File: src/utf8_stream_validator_core_assert.svh
// Assertion macros for the UTF-8 stream validator core.
`ifndef UTF8_STREAM_VALIDATOR_CORE_ASSERT_SVH
`define UTF8_STREAM_VALIDATOR_CORE_ASSERT_SVH

// The consequent must hold in the same cycle as the antecedent.
`define U8SV_ASSERT_NOW(label, ante, cons, msg) \
    label: assert property (@(posedge i_clk) disable iff (!i_rst_n) \
        (ante) |-> (cons)) else $error(msg);

// The consequent must hold in the cycle after the antecedent.
`define U8SV_ASSERT_NEXT(label, ante, cons, msg) \
    label: assert property (@(posedge i_clk) disable iff (!i_rst_n) \
        (ante) |=> (cons)) else $error(msg);

`endif

File: src/u8sv_pkg.sv
// Types, constants and helpers for the UTF-8 stream validator.
`timescale 1ns / 1ps

package u8sv_pkg;

    localparam int OFFSET_BITS = 16;
    localparam int ERR_OFS_W   = 16;
    localparam logic [OFFSET_BITS-1:0] OFFSET_MAX = {OFFSET_BITS{1'b1}};

    // Lead bytes needing checks on later bytes, plus BF and NUL.
    localparam logic [7:0] LEAD_E0   = 8'he0;
    localparam logic [7:0] LEAD_ED   = 8'hed;
    localparam logic [7:0] LEAD_EF   = 8'hef;
    localparam logic [7:0] LEAD_F0   = 8'hf0;
    localparam logic [7:0] LEAD_F4   = 8'hf4;
    localparam logic [7:0] CONT_BF   = 8'hbf;
    localparam logic [7:0] BYTE_NUL  = 8'h00;

    typedef enum logic [1:0] {
        ST_BUSY  = 2'd0,
        ST_VALID = 2'd1,
        ST_ERROR = 2'd2,
        ST_SKIP  = 2'd3
    } t_status;

    typedef struct packed {
        logic [1:0]             rem;
        logic [7:0]             lead;
        logic [7:0]             second;
        logic [OFFSET_BITS-1:0] seq_start;
        logic [OFFSET_BITS-1:0] pos;
        logic                   skipping;
    } t_state;

    typedef struct packed {
        logic [ERR_OFS_W-1:0] error_offset;
        t_status              status;
    } t_result;

    localparam t_state STATE_RESET = '{rem: 2'd0, lead: 8'd0, second: 8'd0,
                                       seq_start: '0, pos: '0, skipping: 1'b0};

    // Saturating position increment.
    function automatic logic [OFFSET_BITS-1:0] adv_pos(input logic [OFFSET_BITS-1:0] p);
        adv_pos = (p == OFFSET_MAX) ? p : p + 1'b1;
    endfunction

endpackage

File: src/u8sv_step.sv
// Per-byte UTF-8 check: next state and status from the held state and one byte.
`timescale 1ns / 1ps

module u8sv_step
    import u8sv_pkg::*;
(
    input  t_state     i_state,
    input  logic [7:0] i_byte,
    output t_state     o_state,
    output t_result    o_result
);

    logic       bad;
    logic       len3;
    logic       len4;
    logic       idx1;
    logic       idx2_len3;
    logic [7:0] b;
    t_state     nx;

    assign b = i_byte;

    // Sequence length from the held lead byte, and which continuation this is.
    always_comb begin
        len3      = (i_state.lead[7:4] == 4'he);
        len4      = (i_state.lead[7:3] == 5'h1e);
        idx1      = len3 ? (i_state.rem == 2'd2) :
                    len4 ? (i_state.rem == 2'd3) : (i_state.rem == 2'd1);
        idx2_len3 = len3 && (i_state.rem == 2'd1);
    end

    // Main decision for one byte.
    always_comb begin
        nx                    = i_state;
        bad                   = 1'b0;
        o_result.status       = ST_BUSY;
        o_result.error_offset = '0;
        if (i_state.skipping) begin
            o_result.status = ST_SKIP;
            if (b == BYTE_NUL) begin
                nx = STATE_RESET;
            end else begin
                nx.pos = adv_pos(i_state.pos);
            end
        end else if (i_state.rem == 2'd0) begin
            if (b == BYTE_NUL) begin
                o_result.status = ST_VALID;
                nx = STATE_RESET;
            end else if (b[7] == 1'b0) begin
                nx.pos = adv_pos(i_state.pos);
            end else if (b[7:5] == 3'b110) begin
                if (b[7:1] == 7'b1100000) begin
                    bad = 1'b1;
                end else begin
                    nx.rem = 2'd1;
                end
            end else if (b[7:4] == 4'he) begin
                nx.rem = 2'd2;
            end else if (b[7:3] == 5'h1e) begin
                if (b > LEAD_F4) begin
                    bad = 1'b1;
                end else begin
                    nx.rem = 2'd3;
                end
            end else begin
                bad = 1'b1;
            end
            if (bad) begin
                nx.seq_start = i_state.pos;
            end else if (nx.rem != 2'd0) begin
                nx.lead      = b;
                nx.second    = 8'd0;
                nx.seq_start = i_state.pos;
                nx.pos       = adv_pos(i_state.pos);
            end
        end else begin
            if (b[7:6] != 2'b10) begin
                bad = 1'b1;
            end else if (idx1) begin
                if ((i_state.lead == LEAD_E0 && b[7:5] == 3'b100) ||
                    (i_state.lead == LEAD_ED && b[7:5] == 3'b101) ||
                    (i_state.lead == LEAD_F0 && b[7:4] == 4'h8) ||
                    (i_state.lead == LEAD_F4 && b > 8'h8f)) begin
                    bad = 1'b1;
                end
                nx.second = b;
            end else if (idx2_len3) begin
                if (i_state.lead == LEAD_EF && i_state.second == CONT_BF &&
                    b[7:1] == 7'b1011111) begin
                    bad = 1'b1;
                end
            end
            if (!bad) begin
                nx.rem = i_state.rem - 2'd1;
                nx.pos = adv_pos(i_state.pos);
            end
        end

        // An error reports the sequence start, then ends or skips the string.
        if (bad) begin
            o_result.status       = ST_ERROR;
            o_result.error_offset = ERR_OFS_W'(nx.seq_start);
            if (b == BYTE_NUL) begin
                nx = STATE_RESET;
            end else begin
                nx.rem      = 2'd0;
                nx.skipping = 1'b1;
                nx.pos      = adv_pos(i_state.pos);
            end
        end
    end

    assign o_state = nx;

endmodule

File: src/utf8_stream_validator_core.sv
// An accepted input word passes the input register, then the result register, to the master side.
// Throughput: one byte per cycle; input register, checker logic and result register
// form a two-stage pipeline that stalls only when the result word is not taken.
// Reset: synchronous, active low; clears both stage valid flags and the checker
// state, so the first byte after reset starts a new string at offset 0.
// Top level of the UTF-8 stream validator.
`timescale 1ns / 1ps

`include "utf8_stream_validator_core_assert.svh"

module utf8_stream_validator_core
    import u8sv_pkg::*;
(
    input  logic        i_clk,
    input  logic        i_rst_n,
    input  logic        i_s_tvalid,
    output logic        o_s_tready,
    input  logic [7:0]  i_s_tdata,    // [7:0] data_byte
    output logic        o_m_tvalid,
    input  logic        i_m_tready,
    output logic [23:0] o_m_tdata     // [1:0] status, [17:2] error_offset, [23:18] zero
);

    logic       r_in_valid;
    logic [7:0] r_in_byte;
    logic       r_out_valid;
    t_result    r_out;
    t_state     r_state;

    t_state     n_state;
    t_result    n_out;
    logic       advance;

    // The result register can take a word when empty or being emptied.
    assign advance    = !r_out_valid || i_m_tready;
    assign o_s_tready = !r_in_valid || advance;

    // Input register stage.
    always_ff @(posedge i_clk) begin
        if (!i_rst_n) begin
            r_in_valid <= 1'b0;
        end else if (o_s_tready) begin
            r_in_valid <= i_s_tvalid;
        end
        if (o_s_tready && i_s_tvalid) begin
            r_in_byte <= i_s_tdata;
        end
    end

    u8sv_step u_step (
        .i_state  (r_state),
        .i_byte   (r_in_byte),
        .o_state  (n_state),
        .o_result (n_out)
    );

    // Checker state and result register advance together.
    always_ff @(posedge i_clk) begin
        if (!i_rst_n) begin
            r_out_valid <= 1'b0;
            r_state     <= STATE_RESET;
        end else if (advance) begin
            r_out_valid <= r_in_valid;
            if (r_in_valid) begin
                r_state <= n_state;
            end
        end
        if (advance && r_in_valid) begin
            r_out <= n_out;
        end
    end

    assign o_m_tvalid = r_out_valid;
    assign o_m_tdata  = {6'd0, r_out.error_offset, r_out.status};

    // Checks on the pipeline and checker state.
    `U8SV_ASSERT_NOW(a_offset_zero, r_out_valid && r_out.status != ST_ERROR, r_out.error_offset == '0, "offset set without error")
    `U8SV_ASSERT_NOW(a_skip_no_seq, r_state.skipping, r_state.rem == 2'd0, "open sequence while skipping")
    `U8SV_ASSERT_NEXT(a_in_held, r_in_valid && !advance, r_in_valid, "stalled input word lost")
    `U8SV_ASSERT_NEXT(a_valid_restart, advance && r_in_valid && n_out.status == ST_VALID, r_state.pos == '0 && !r_state.skipping, "no restart after valid end")

endmodule

File: config.mk
export PLATFORM = sky130hd
export DESIGN_NAME = utf8_stream_validator_core
export DESIGN_NICKNAME = d
export VERILOG_FILES = /design/src/u8sv_pkg.sv /design/src/u8sv_step.sv /design/src/utf8_stream_validator_core.sv
export VERILOG_INCLUDE_DIRS = /design/src /design/src/src
export SDC_FILE = /design/constraint.sdc
export NUM_CORES = 1
export LEC_CHECK = 0
export BUFFER_PORTS_ARGS = -buffer_cell sky130_fd_sc_hd__buf_2
export CAP_MARGIN = 20
export CORE_MARGIN = 5
export CORE_UTILIZATION = 30
export DETAILED_ROUTE_END_ITERATION = 10
export HOLD_SLACK_MARGIN = 0.15
export PLACE_DENSITY = 0.49
export SYNTH_ARGS = -nofsm -noshare
export SYNTH_HDL_FRONTEND = slang
export SYNTH_SLANG_ARGS = --single-unit
File: constraint.sdc
create_clock -name i_clk -period 2.3 [get_ports i_clk]
set_input_delay 0.23 -clock i_clk [delete_from_list [all_inputs] [get_ports i_clk]]
set_output_delay 0.23 -clock i_clk [all_outputs]
set_load 0.005 [all_outputs]
# After elaboration in Yosys (flattened, before gate mapping)

Index checks and enable logic that the tools add are counted.

Register bits after elaboration: 79
Bits in latches: 0
Bits in writable memories: 0
Memory bits (read-only): 0
Input bits: 12
Output and inout port bits: 26
Logic and storage cells: 118
Memories kept: 0

$add $sub $neg: 2
$mul: 0
Divide/modulo/power cells: 0
Magnitude comparators: 2
Eq/ne operators: 23
Shift operators: 0
Multiplexer cells: 56
Bitwise gates (word level): 0
Reduce and logical (&&, ||, !) cells: 23

Operators with widths:

| operator                                              | count |
|---|---|
| two-way mux 16 bit                                    | 10 |
| two-way mux 51 bit                                    | 2 |
| two-way mux 32 bit                                    | 2 |
| == test 8 bit, second input constant                  | 6 |
| two-way mux 48 bit                                    | 1 |
| two-way mux 34 bit                                    | 1 |
| two-way mux 8 bit                                     | 4 |
| two-way mux 1 bit                                     | 24 |
| two-way mux 2 bit                                     | 11 |
| two-way mux 17 bit                                    | 1 |
| adder 16 x 1 -> 16 bit, second input constant         | 1 |
| == test 16 bit, second input constant                 | 1 |
| > comparator 8 bit, second input constant             | 2 |
| == test 7 bit, second input constant                  | 2 |
| == test 4 bit, second input constant                  | 3 |
| == test 5 bit, second input constant                  | 2 |
| == test 3 bit, second input constant                  | 3 |
| logical AND 1 bit                                     | 9 |
| zero test 8 bit                                       | 1 |
| logical OR 1 bit                                      | 5 |
| == test 2 bit, second input constant                  | 2 |
| inequality test 4 x 2 -> 1 bit, second input constant | 1 |
| AND reduction 4 bit                                   | 1 |
| inequality test 3 x 1 -> 1 bit, second input constant | 1 |
| other kinds (9)                                       | 10 |

# Logic depth before layout (Yosys ltp)

Gate-level depths: netlist of run 1.

Depth after elaboration: 16
Mapped depth: 10
Mapped depth without buffers: 8

# Cells and area by module

Synthesis of run 1 repeated with hierarchy kept, for this count alone.

Cells, all modules: 562
Area total of the unflattened synthesis: 4,722.0 um^2

By module, submodules not included:

| module                     | times used | cells an instance | area each (um^2) | sequential area each (um^2) |
|---|---|---|---|---|
| utf8_stream_validator_core | 1          | 264               | 2,960.3          | 1,841.8 |
| u8sv_step                  | 1          | 298               | 1,761.7          | 0.0 |

# Least setup slack after synthesis of run 1

No wires, ideal clock.

Path type: reg2reg
From: register r_in_byte[1]
To: register r_out, in the netlist o_m_tdata[10] (data pin)
Arrival: 1.918 ns
Required time: 2.043 ns
Path slack: 0.125 ns
Cell stages (with the launch flop): 10
Cell sequence: edfxtp_1 > o21a_1 > o211ai_2 > a31oi_4 > or2b_4 > nand2_1 > or2_0 > buf_2 > buf_2 > nor2_1

Longest elaborated chain between the ends: 14
Elaborated cells between the ends (all ways): 42
Those cells by class: order compare (2); eq/ne (2); mux (33); reduce/logical (5)

Ends and longest elaborated chain:

| item                   | RTL line                         | source |
|---|---|---|
| from (decl)            | utf8_stream_validator_core.sv:25 | `logic [7:0] r_in_byte;` |
| from (signal assigned) | utf8_stream_validator_core.sv:46 | `r_in_byte <= i_s_tdata;` |
| > comparator 8 bit     | u8sv_step.sv:60                  | `if (b > LEAD_F4) begin` |
| two-way mux 2 bit      | u8sv_step.sv:60                  |  |
| two-way mux 2 bit      | u8sv_step.sv:59                  | `end else if (b[7:3] == 5'h1e) begin` |
| two-way mux 2 bit      | u8sv_step.sv:57                  | `end else if (b[7:4] == 4'he) begin` |
| two-way mux 2 bit      | u8sv_step.sv:51                  | `end else if (b[7:5] == 3'b110) begin` |
| two-way mux 2 bit      | u8sv_step.sv:49                  | `end else if (b[7] == 1'b0) begin` |
| two-way mux 2 bit      | u8sv_step.sv:46                  | `if (b == BYTE_NUL) begin` |
| two-way mux 2 bit      | u8sv_step.sv:45                  | `end else if (i_state.rem == 2'd0) begin` |
| two-way mux 2 bit      | u8sv_step.sv:38                  | `if (i_state.skipping) begin` |
| nonzero test 2 bit     | u8sv_step.sv:70                  | `end else if (nx.rem != 2'd0) begin` |
| two-way mux 48 bit     | u8sv_step.sv:70                  |  |
| two-way mux 16 bit     | u8sv_step.sv:68                  | `if (bad) begin` |
| two-way mux 16 bit     | u8sv_step.sv:45                  |  |
| two-way mux 51 bit     | u8sv_step.sv:38                  |  |
| to (signal assigned)   | utf8_stream_validator_core.sv:69 | `r_out <= n_out;` |
| to (decl)              | utf8_stream_validator_core.sv:27 | `t_result r_out;` |

Several ways; a longest one is shown, not always the timed one. The select of a mux whose other input is x is not followed.
A chain may end at the register's enable or synchronous reset.

# Final worst setup path of run 1

From: register r_in_byte[1]
To: register r_state[8] in the netlist's numbering

Longest elaborated chain between the ends: 15
Elaborated cells between the ends (all ways): 46
Those cells by class: order compare (2); eq/ne (3); mux (35); reduce/logical (6)

Ends and longest elaborated chain:

| item                 | RTL line                         | source |
|---|---|---|
| > comparator 8 bit   | u8sv_step.sv:60                  |  |
| two-way mux 2 bit    | u8sv_step.sv:60                  |  |
| two-way mux 2 bit    | u8sv_step.sv:59                  |  |
| two-way mux 2 bit    | u8sv_step.sv:57                  |  |
| two-way mux 2 bit    | u8sv_step.sv:51                  |  |
| two-way mux 2 bit    | u8sv_step.sv:49                  |  |
| two-way mux 2 bit    | u8sv_step.sv:46                  |  |
| two-way mux 2 bit    | u8sv_step.sv:45                  |  |
| two-way mux 2 bit    | u8sv_step.sv:38                  |  |
| nonzero test 2 bit   | u8sv_step.sv:70                  |  |
| two-way mux 48 bit   | u8sv_step.sv:70                  |  |
| two-way mux 16 bit   | u8sv_step.sv:68                  |  |
| two-way mux 16 bit   | u8sv_step.sv:45                  |  |
| two-way mux 51 bit   | u8sv_step.sv:38                  |  |
| two-way mux 51 bit   | u8sv_step.sv:100                 | `if (bad) begin` |
| to (signal assigned) | utf8_stream_validator_core.sv:65 | `r_state <= n_state;` |
| to (decl)            | utf8_stream_validator_core.sv:28 | `t_state r_state;` |

Several ways; a longest one is shown, not always the timed one. The select of a mux whose other input is x is not followed.

==> impl_results.md, run 1 <==
* # IOs at 38
* Max Cap Viol at 0
* Worst-Margin Slew at ~600 ps
* Initial core utilization at between 30% and 40%
* Slowest-stage cell, CP: edfxtp_1
* Sequential Power Share at 44.9%
* Placed cell areas at about 4600 um^2
* Htree depth at 3
* Area occupied by multi-input gates at a little over 2000 um^2
* # DRC at 0
* TritonRoute pass-1 iters at 4
* Yosys cell types at 73
* Die W at ~130 um
* Die Span Y at approximately 130 um
* Slew Limit Fails at 0
* Fmax at roughly 450 MHz
* HP Class: input pin to flop
* Syn avg cell area at between 9 and 10 um^2
* Post-Layout Inst Area at 5160 um^2
* CTS sink count at between 70 and 80
* Post-Syn Instances at about 430
* CP Class: flop to flop
* Num CTS Buffers at 9
* GRT overflow at 0
* LEAKAGE at roughly 0.0019 uW
* Drt total wl at 11.0 mm
* Fillcell total at ~1400
* Rows at 42
* DP HPWL at ~7.6 mm
* Post-synth EDFFs at 26
* Ys async rst share at 0%
* Sequential element share of the synthesized area at ~46%
* Synthesized area at ~4000 um^2
* Via density at 5.29
* Worst skew pair latency at around 340 ps
* First-pass GRT wire length at 17.9 mm
* Final net count at just over 500
* Largest net degree at the start of global routing at 28
* Reg area at between 1500 and 2000 um^2
* CP peak stage delay at ~500 ps
* Period Utilization, post-route at 97.2%
* Synthesized flop and latch total at just under 80
* Status: completed
* P_sw at 813 uW
* Crit path DAT at about 2500 ps
* Crit path cell chain: o21a_1 > o211ai_2 > a31oi_4 > or2b_4 > o211ai_4 > buf_4 > a211oi_1 > a211o_1
* Via count at 3621
* Root buffer cell: clkbuf_16
* Critical Path RT at 2530 ps
* RD Place Congestion at around 0.84
* Worst setup EP type: flop
* Pwr Density at 650 nW/um^2
* Worst hold margin at 186 ps
* DRT iter0 DRCs at 285
* Initial antenna violation count at 0
* Clock power frac at ~44%
* Port Buffers at 31
* Tmin final at about 2200 ps
* Post-route ant nets at 0
* Layout area overhead at 27.8%
* Critical path peak fanout at 6
* Clock Skew at about 7.5 ps
* Vias in the first global route at approximately 3500
* Synth Flop Type: dfxtp_1
* CTS tree: yes
* GRT Total Usage at roughly 14%
* Layout cells sized above 1 at approximately 27%
* Die area at around 16000 um^2
* Max VDD drop at between 400 and 500 uV
* Total number of yosys warnings at 0
* Final setup violating endpoints at 0
* DR WL/cell at between 15 and 20 um
* Final hold vios at 0
* Part of the power in combinational logic at a little over a tenth
* Internal at ~2500 uW
* Core Area at around 13000 um^2
* Startpoint Class: flop
* ANT cells at 0
* Switching part of the total at around a quarter
* Rel. slew slack at between 50% and 60%
* Maximum buffer depth of the clock tree at 2
* Clock transition at the registers of the reported paths at 60 ps
worst max-delay path: cells and delay by family, from the launching register on:
family	cells	cell delay (ps)
buffers and inverters	1	170
AND/OR/NAND/NOR	1	320
AO/OA/AOI/OAI	6	1130
flip-flops	1	500
per-layer routing:
layer / vias to the layer above / wire, um / GRT usage, %
li1: 1771 / - / -
met1: 1755 / 5300 / 19.4
met2: 85 / 5070 / 21.8
met3: 10 / 444 / 3.26
met4: 0 / 157 / 4.73
met5: - / 0 / 0
cell usage in the layout (no fill, tap or decap), types with 3 or more instances in the layout:
| master | Yosys | layout |
|---|---|---|
| o21ai_0 | 12 | 11 |
| nand3b_1 | 3 | 3 |
| nand2b_1 | 5 | 5 |
| nand4_1 | 12 | 12 |
| buf_2 | 13 | 31 |
| a22oi_1 | 16 | 16 |
| or2_2 | 5 | 5 |
| dfxtp_1 | 53 | 52 |
| inv_1 | 5 | 5 |
| edfxtp_1 | 26 | 26 |
| buf_4 | 7 | 59 |
| dlygate4sd3_1 | 0 | 9 |
| conb_1 | 1 | 6 |
| a31oi_1 | 6 | 6 |
| o211ai_1 | 10 | 10 |
| a21oi_1 | 27 | 27 |
| and3_1 | 3 | 3 |
| a32o_1 | 8 | 8 |
| a22o_1 | 16 | 16 |
| clkbuf_16 | 0 | 10 |
| nor3_1 | 10 | 10 |
| o21ai_1 | 3 | 3 |
| o21a_1 | 4 | 4 |
| nor2_1 | 40 | 39 |
| and2_1 | 5 | 4 |
| nand3_1 | 20 | 20 |
| or2_1 | 2 | 3 |
| or3_1 | 4 | 4 |
| nand2_1 | 30 | 30 |
| o31ai_1 | 5 | 5 |
kinds of logic (layout without fill, tap and decap cells):
| logic type | count (synthesis) | in the layout | share of synthesized area [%] |
|---|---|---|---|
| adders and majority gates | 1 | 1 | 0.310 |
| muxes | 1 | 1 | 0.248 |
| other | 1 | 6 | 0.0928 |
| DFF | 79 | 79 | 45.6 |
| and+or+nand+nor | 162 | 162 | 21.7 |
| AOI/OAI and AO/OA | 134 | 134 | 25.2 |
| xor gates and xnor gates | 3 | 3 | 0.650 |
| buffers and inverters | 47 | 123 | 6.16 |
registers in the layout, indices dropped and copies added (netlist names):
| signal | flops |
|---|---|
| o_m_tdata | 18 |
| o_m_tvalid | 1 |
| r_in_byte | 8 |
| r_in_valid | 1 |
| r_state | 51 |
cell usage after synthesis, types with 2 or more instances:
cell       instances  area [um^2]
or2_2              5         31.3
buf_4              7         52.6
o211a_1            2         20.0
nand2_1           30          113
nand3_1           20          100
a32o_1             8         80.1
o41a_1             2         22.5
nor4_2             2         25.0
a211oi_1           3         22.5
nor3_2             2         20.0
inv_1              5         18.8
or2_1              2         12.5
clkbuf_2           2         10.0
a22o_1            16          140
o21ai_0           12         60.1
and2_1             5         31.3
nor4_1             3         18.8
o31ai_1            5         37.5
buf_2             13         65.1
a21oi_1           27          135
nand4_2            2         25.0
nand2b_1           5         31.3
nand4_1           12         75.1
or3_1              4         25.0
nand4b_1           2         17.5
and3_1             3         18.8
buf_6              3         33.8
dfxtp_1           53         1060
edfxtp_1          26          781
nor2_1            40          150
or2_0              2         12.5
o211ai_1          10         75.1
nand4bb_1          2         22.5
o21a_1             4         30.0
a22oi_1           16          120
a31oi_1            6         37.5
o211ai_2           2         25.0
nand3b_1           3         22.5
xor2_1             2         17.5
clkbuf_1          15         56.3
o32ai_1            2         17.5
o21ai_1            3         15.0
nor3_1            10         50.1
cell type report:
type / count / share of cell area (%)
Inverter: 6 / 0.533
Multi-Input combinational cell: 307 / 39.4
Timing Repair Buffer: 101 / 14.1
Sequential cell: 79 / 35.7
Tap cell: 176 / 4.26
Clock inverter: 4 / 1.02
Clock buffer: 12 / 4.99
repair_timing:
item                       CTS  global route
gates cloned                 0             0
resized for setup            3            11
hold buffers                 9             0
hold endpoints to repair     9             0
pin swaps                    3            10
setup endpoints to repair   13            43
setup buffers                3             8
worst paths after layout:
kind	end	start	cells past startpoint	slack [ps]
min	o_m_tvalid	i_m_tready	4	190
max reg2reg	r_state[8]	r_in_byte[1]	8	70
max	r_state[8]	r_in_byte[1]	8	70
min reg2reg	r_state[18]	r_state[18]	1	470
power by group through the flow:
stage	sequential [uW]	clock (uW)	combinational [uW]
2_1_floorplan	1530	0	204
3_3_place_gp	1540	0	326
3_5_place_dp	1540	0	325
4_1_cts	1510	1530	346
5_1_grt	1510	1580	399
6_report	1510	1480	365
per-stage QoR:
| step | std cells | total power (uW) | worst slack, ps | utilization (%) | TNS (ps) |
|---|---|---|---|---|---|
| after CTS | 677 | 3380 | 13.0 | 38.2 | 0 |
| after global placement | 649 | 1860 | -68.5 | 34.8 | -1080 |
| final | 685 | 3360 | 65.2 | 39.0 | 0 |
| after floorplan | 433 | 1730 | 125 | - | 0 |
| after global routing | 685 | 3490 | -26.7 | 39.0 | -320 |
| after detailed placement | 649 | 1860 | -42.8 | 34.8 | -174 |
Power figures use the tool's default switching activity.
==> run 2: changes to the inputs <==
==> constraint.sdc (replaced) <==
create_clock -name i_clk -period 2.3 [get_ports i_clk]
set_input_delay 0.345 -clock i_clk [delete_from_list [all_inputs] [get_ports i_clk]]
set_output_delay 0.345 -clock i_clk [all_outputs]
set_load 0.005 [all_outputs]
==> run 2 against run 1 <==
Sequential power about the same. Maximum frequency up 0.43%. Critical path depth unchanged. Clock power up 5%. Via count down 1.2%. First-iteration DRC count down 22%. Register-to-register slack about the same. Sequential share of layout area up 1.2 points. Critical endpoint is now r_state[41].
==> impl_results.md, run 2 (same netlist as run 1, synthesis figures left out) <==
* Die Span Y at 126 um (unchanged)
* Layout cells sized above 1 at 26.2% (-0.69 points)
* Unrepaired setup endpoints after global routing: yes
* Worst setup EP type: flop
* Reg area at 1840 um^2 (about the same)
* Maximum buffer depth of the clock tree at 2 (unchanged)
* LEAKAGE at 0.00177 uW (-5.1%)
* Area occupied by multi-input gates at 2040 um^2 (+0.31%)
* # IOs at 38 (unchanged)
* RD Place Congestion at 0.852 (+1.4%)
* CTS sink count at 79 (unchanged)
* Reg with most FFs: r_state
* Worst-Margin Slew at 650 ps (+40.9 ps)
* DP HPWL at 7.58 mm (-0.25%)
* Reg-to-reg setup timing slack at 70 ps (about the same)
* Largest net degree at the start of global routing at 28 (unchanged)
* Fillcell total at 1369 (+0.88%)
* Critical Path RT at 2540 ps (about the same)
* # DRC at 0 (unchanged)
* Period Utilization, post-route at 96.8% (-0.41 points)
* Non-Filler Instances at 664 (-3.1%)
* Worst skew pair latency at 350 ps (about the same)
* Num CTS Buffers at 9 (unchanged)
* CP Class: flop to flop
* Core Area at 13200 um^2 (unchanged)
* Die W at 126 um (unchanged)
* GRT Total Usage at 14.0% (-0.041 points)
* HP Class: input pin to flop
* Worst Setup SP: r_in_byte[1]
* Rows at 42 (unchanged)
* Max Cap Viol at 0 (unchanged)
* Rel. slew slack at 56.2% (-3.1 points)
* Final net count at 496 (-4.1%)
* Status: completed
* Worst hold margin at 169 ps (-17.7 ps)
* Htree depth at 3 (unchanged)
* First-pass GRT wire length at 18.1 mm (+1.1%)
* Initial antenna violation count at 0 (unchanged)
* GRT overflow at 0 (unchanged)
* Die area at 15900 um^2 (unchanged)
* Layout area overhead at 23.7%
* Critical path peak fanout at 7 (+1)
* Crit path DAT at 2460 ps (about the same)
* Cell count after placement at 640 (-1.4%)
* Slew Limit Fails at 0 (unchanged)
* DRT iter0 DRCs at 221 (-22%)
* Root buffer cell: clkbuf_16
* Tmin final at 2230 ps (-9.50 ps)
* Most frequent cells in the layout: dfxtp_1, buf_4, nor2_1
* Via density at 5.39 (+1.9%)
* Most common cell after layout, fill and taps aside: dfxtp_1
* Pwr Density at 680 nW/um^2 (+4.6%)
* Port Buffers at 31 (unchanged)
* CTS tree: yes
* Cells on Worst Hold Path at 1 (-3)
* Via count at 3578 (-1.2%)
* Hold Path End: r_in_byte[4]
* Final setup violating endpoints at 0 (unchanged)
* Final hold vios at 0 (unchanged)
* Drt total wl at 10.8 mm (-1.4%)
* Reg2reg start: r_in_byte[1]
* Startpoint Class: flop
* Clock transition at the registers of the reported paths at 60 ps (about the same)
* TritonRoute pass-1 iters at 5 (+1)
* Vias in the first global route at 3427 (-1.7%)
* Initial core utilization at 30.5% (unchanged)
* Clock Skew at 8.19 ps (+0.701 ps)
* ANT cells at 0 (unchanged)
* Max reg flops at 51 (unchanged)
* Post-route ant nets at 0 (unchanged)
* Hold_sp: i_s_tdata[4]
* Fmax at 449 MHz (+0.43%)
* Worst Reg-to-Reg Cells at 8 (unchanged)
* DR WL/cell at 16.3 um (+1.7%)
* Max VDD drop at 347 uV (-15%)
* R2r endpoint: r_state[41]
==> run 2: changes by cell type in the layout (fill, tap and decap cells not counted), moves of 2 or more <==
cell           before  now
buf_4              59   47
dlygate4sd3_1       9    0
nor4_2              2    5
nor4_1              2    0
==> run 2: final cells by class <==
cell class	instances	share of cell area (%)
clock inverters	6	1.83
well taps	176	4.41
repair buffers	80	11.0
clock buffers	10	4.58
flip-flops and latches	79	36.8
inverters	6	0.551
multi-input cells	307	40.8
==> run 2: routing by layer <==
metal,vias to the layer above,GRT usage [%],wire length (um)
met5,-,0,0
met2,95,20.5,4770
met4,0,6.62,214
met1,1739,19.2,5260
li1,1733,-,-
met3,11,3.85,568
==> run 2: metrics by stage <==
step           power (uW)  cell area, um^2  util [%]  setup TNS, ps  setup WS, ps
2_1_floorplan        1730             4060         -              0           125
3_3_place_gp         1850             4550      34.3           -224         -19.0
3_5_place_dp         1850             4550      34.3           -191         -39.9
4_1_cts              3430             4880      36.8              0          13.3
5_1_grt              3540             5000      37.7           -340         -31.4
6_report             3400             5000      37.7              0          74.7
==> run 2: how the worst max path moves through the flow <==
stage / to / depth (start not counted) / slack (ps)
finish: r_state[41] / 8 / 70
global route: o_m_tdata[5] / 8 / -30
CTS: r_state[41] / 8 / 10
detailed placement: r_state[41] / 7 / -40
global placement: r_state[18] / 7 / -20
floorplan: o_m_tdata[10] / 9 / 130
==> run 2: power breakdown <==
part           internal [uW]  leakage, uW  switching (uW)
clock                    958     0.000157             599
combinational            134     0.000938             203
sequential              1480     0.000672            30.8
==> run 2: critical path, cell delays in order (launching register included) <==
cell	delay, ps
edfxtp_1	470
o21a_1	260
o211ai_2	190
a31oi_4	140
or2b_4	320
nor3_4	190
o211ai_1	100
buf_4	190
a32o_1	260
==> run 2: what timing repair did <==
| action | in CTS | in global routing |
|---|---|---|
| hold buffers | 0 | 0 |
| buffers inserted | 1 | 7 |
| gates resized for setup | 1 | 13 |
| gates cloned | 0 | 0 |
| endpoints found under the setup margin | 16 | 46 |
| pin swaps | 1 | 2 |
==> run 3: changes to the inputs <==
--- a/config.mk
+++ b/config.mk
@@ -8,11 +8,13 @@
 export LEC_CHECK = 0
 export BUFFER_PORTS_ARGS = -buffer_cell sky130_fd_sc_hd__buf_2
 export CAP_MARGIN = 20
+export CELL_PAD_IN_SITES_DETAIL_PLACEMENT = 1
+export CELL_PAD_IN_SITES_GLOBAL_PLACEMENT = 1
 export CORE_MARGIN = 5
 export CORE_UTILIZATION = 30
 export DETAILED_ROUTE_END_ITERATION = 10
 export HOLD_SLACK_MARGIN = 0.15
-export PLACE_DENSITY = 0.49
+export PLACE_DENSITY = 0.59
 export SYNTH_ARGS = -nofsm -noshare
 export SYNTH_HDL_FRONTEND = slang
 export SYNTH_SLANG_ARGS = --single-unit
==> run 3 against run 2 <==
Cell count grew 0.45%. Global-route usage grew 1.2 points. Wire length grew 11%. Critical path depth is the same. First-iteration DRC count shrank 9.0%. Combinational power grew 5%. Non-clock buffer count grew 3. Clock skew is essentially flat. Cell area is the same. Largest cell class unchanged.
==> impl_results.md, run 3 (same netlist as run 1, synthesis figures left out) <==
* Max VDD drop at 343 uV (-1.3%)
* # DRC at 0 (unchanged)
* Die area at 15900 um^2 (unchanged)
* Rows at 42 (unchanged)
* DP HPWL at 8.63 mm (+14%)
* TritonRoute pass-1 iters at 5 (unchanged)
* Sequential Power Share at 47.6% (+3.3 points)
* CP Class: flop to flop
* Status: completed
* Unrepaired setup endpoints after global routing: yes
* CP peak stage delay at 480 ps (about the same)
* CTS sink count at 79 (unchanged)
* Die W at 126 um (unchanged)
* Reg area at 1840 um^2 (about the same)
* Cells on Worst Hold Path at 1 (unchanged)
* P_sw at 826 uW (-0.77%)
* Layout cells sized above 1 at 27.7% (+1.5 points)
* Layout area overhead at 23.7% (unchanged)
* Root buffer cell: clkbuf_16
* Final setup violating endpoints at 0 (unchanged)
* Startpoint Class: flop
* Area occupied by multi-input gates at 2080 um^2 (+1.7%)
* Drt total wl at 12.0 mm (+11%)
* Pwr Density at 635 nW/um^2 (-6.7%)
* GRT Total Usage at 15.3% (+1.2 points)
* Clock transition at the registers of the reported paths at 60 ps (about the same)
* Largest net degree at the start of global routing at 28 (unchanged)
* Critical path peak fanout at 6 (-1)
* LEAKAGE at 0.00175 uW (-0.95%)
* R2r endpoint: r_state[12]
* Slowest-stage cell, CP: edfxtp_1
* Most frequent cells in the layout: dfxtp_1, buf_4, nor2_1
* Post-route ant nets at 0 (unchanged)
* Part of the power in combinational logic at 11.1% (+1.2 points)
* Internal at 2350 uW (-8.6%)
* Worst-Margin Slew at 612 ps (-37.5 ps)
* Num CTS Buffers at 9 (unchanged)
* Fillcell total at 1567 (+14%)
* Clock power frac at 41.2% (-4.6 points)
* DRT iter0 DRCs at 201 (-9.0%)
* Worst Reg-to-Reg Cells at 8 (unchanged)
* Htree depth at 3 (unchanged)
* ANT cells at 0 (unchanged)
* Max reg flops at 51 (unchanged)
* RD Place Congestion at 0.833 (-2.2%)
* Reg-to-reg setup timing slack at 50 ps (-20 ps)
* DR WL/cell at 18.1 um (+11%)
* Final net count at 499 (+0.60%)
* Worst skew pair latency at 350 ps (about the same)
* Reg with most FFs: r_state
* Slew Limit Fails at 0 (unchanged)
* Tmin final at 2250 ps (+21.2 ps)
* Initial core utilization at 30.5% (unchanged)
* Worst setup EP type: flop
* Clock Skew at 8.39 ps (+0.202 ps)
* Via density at 5.43 (+0.75%)
* Via count at 3621 (+1.2%)
* Final hold vios at 0 (unchanged)
* GRT overflow at 0 (unchanged)
* Reg2reg start: r_in_byte[1]
* Most common cell after layout, fill and taps aside: dfxtp_1
* Worst hold margin at 175 ps (+5.94 ps)
* Core Area at 13200 um^2 (unchanged)
* Max Cap Viol at 0 (unchanged)
* HP Class: input pin to flop
* Vias in the first global route at 3667 (+7.0%)
* Die Span Y at 126 um (unchanged)
* Initial antenna violation count at 0 (unchanged)
* Hold Path End: r_in_byte[7]
* Crit path cell chain: o21a_1 > o211ai_2 > a31oi_4 > or2b_4 > o211ai_4 > buf_4 > o21a_1 > a21oi_1
* CTS tree: yes
* Crit path DAT at 2450 ps (about the same)
* CP dominant cell by count: o21a_1
* Maximum buffer depth of the clock tree at 2 (unchanged)
* Switching part of the total at 26.0% (+1.6 points)
* First-pass GRT wire length at 19.6 mm (+8.1%)
* Period Utilization, post-route at 97.7% (+0.92 points)
* Port Buffers at 31 (unchanged)
* Setup_tns at 0 ps (unchanged)
* Critical Path RT at 2500 ps (-40 ps)
* Worst Setup SP: r_in_byte[1]
* Hold_sp: i_s_tdata[7]
* Fmax at 445 MHz (-0.95%)
* Rel. slew slack at 59.1% (+2.9 points)
* # IOs at 38 (unchanged)
==> run 3: cell types whose count changed in the layout (fill, tap and decap cells not counted), moves of 2 or more <==
cell        delta
clkinvlp_4     +2
o21ai_1        +2
bufinv_16      -2
buf_4          +3
==> run 3: power groups by stage <==
stage / registers (uW) / logic (uW) / clock network (uW)
floorplan: 1530 / 204 / 0
global placement: 1540 / 322 / 0
detailed placement: 1540 / 325 / 0
CTS: 1510 / 327 / 1350
global route: 1520 / 382 / 1410
finish: 1510 / 353 / 1310
==> run 3: stage by stage <==
| stage | setup WS (ps) | util, % | total power (uW) | cell area (um^2) | instances |
|---|---|---|---|---|---|
| 3_3_place_gp | -4.43 | 34.6 | 1860 | 4580 | 646 |
| 6_report | 53.5 | 37.7 | 3170 | 5000 | 667 |
| 3_5_place_dp | -27.1 | 34.6 | 1870 | 4580 | 646 |
| 2_1_floorplan | 125 | - | 1730 | 4060 | 433 |
| 5_1_grt | -24.7 | 37.7 | 3310 | 5000 | 667 |
| 4_1_cts | 11.0 | 36.7 | 3180 | 4850 | 663 |
==> run 3: area by class of cell <==
type | count | share of cell area, %
inverters | 6 | 0.551
repair buffers | 83 | 11.3
well taps | 176 | 4.41
clock inverters | 6 | 0.751
clock buffers | 10 | 4.58
multi-input cells | 307 | 41.5
flip-flops and latches | 79 | 36.9
==> run 3: repair_timing <==
item                       4_1_cts  5_1_grt
setup endpoints to repair       23       55
setup buffers                    1        4
gates resized for setup          1       24
pin swaps                        1       13
hold buffers                     0        0
==> run 3: worst max-delay path: cells and delay by family, from the launching register on <==
| family | cells | cell delay [ps] |
|---|---|---|
| buf+inv | 1 | 170 |
| flops | 1 | 480 |
| simple gates | 1 | 320 |
| compound gates | 6 | 1130 |
==> run 3: layer usage <==
layer	track usage (%)	wire [um]
met5	0	0
met4	5.99	242
met3	2.92	597
met2	23.6	5480
met1	21.1	5730
==> run 3: worst max path at each step <==
stage                          to  slack, ps  depth (start not counted)
floorplan           o_m_tdata[10]        130                          9
global placement      r_state[18]         -4                          7
detailed placement    r_state[31]        -30                          7
CTS                   r_state[14]         10                          7
global route        o_m_tdata[12]        -20                          8
finish                r_state[12]         50                          8
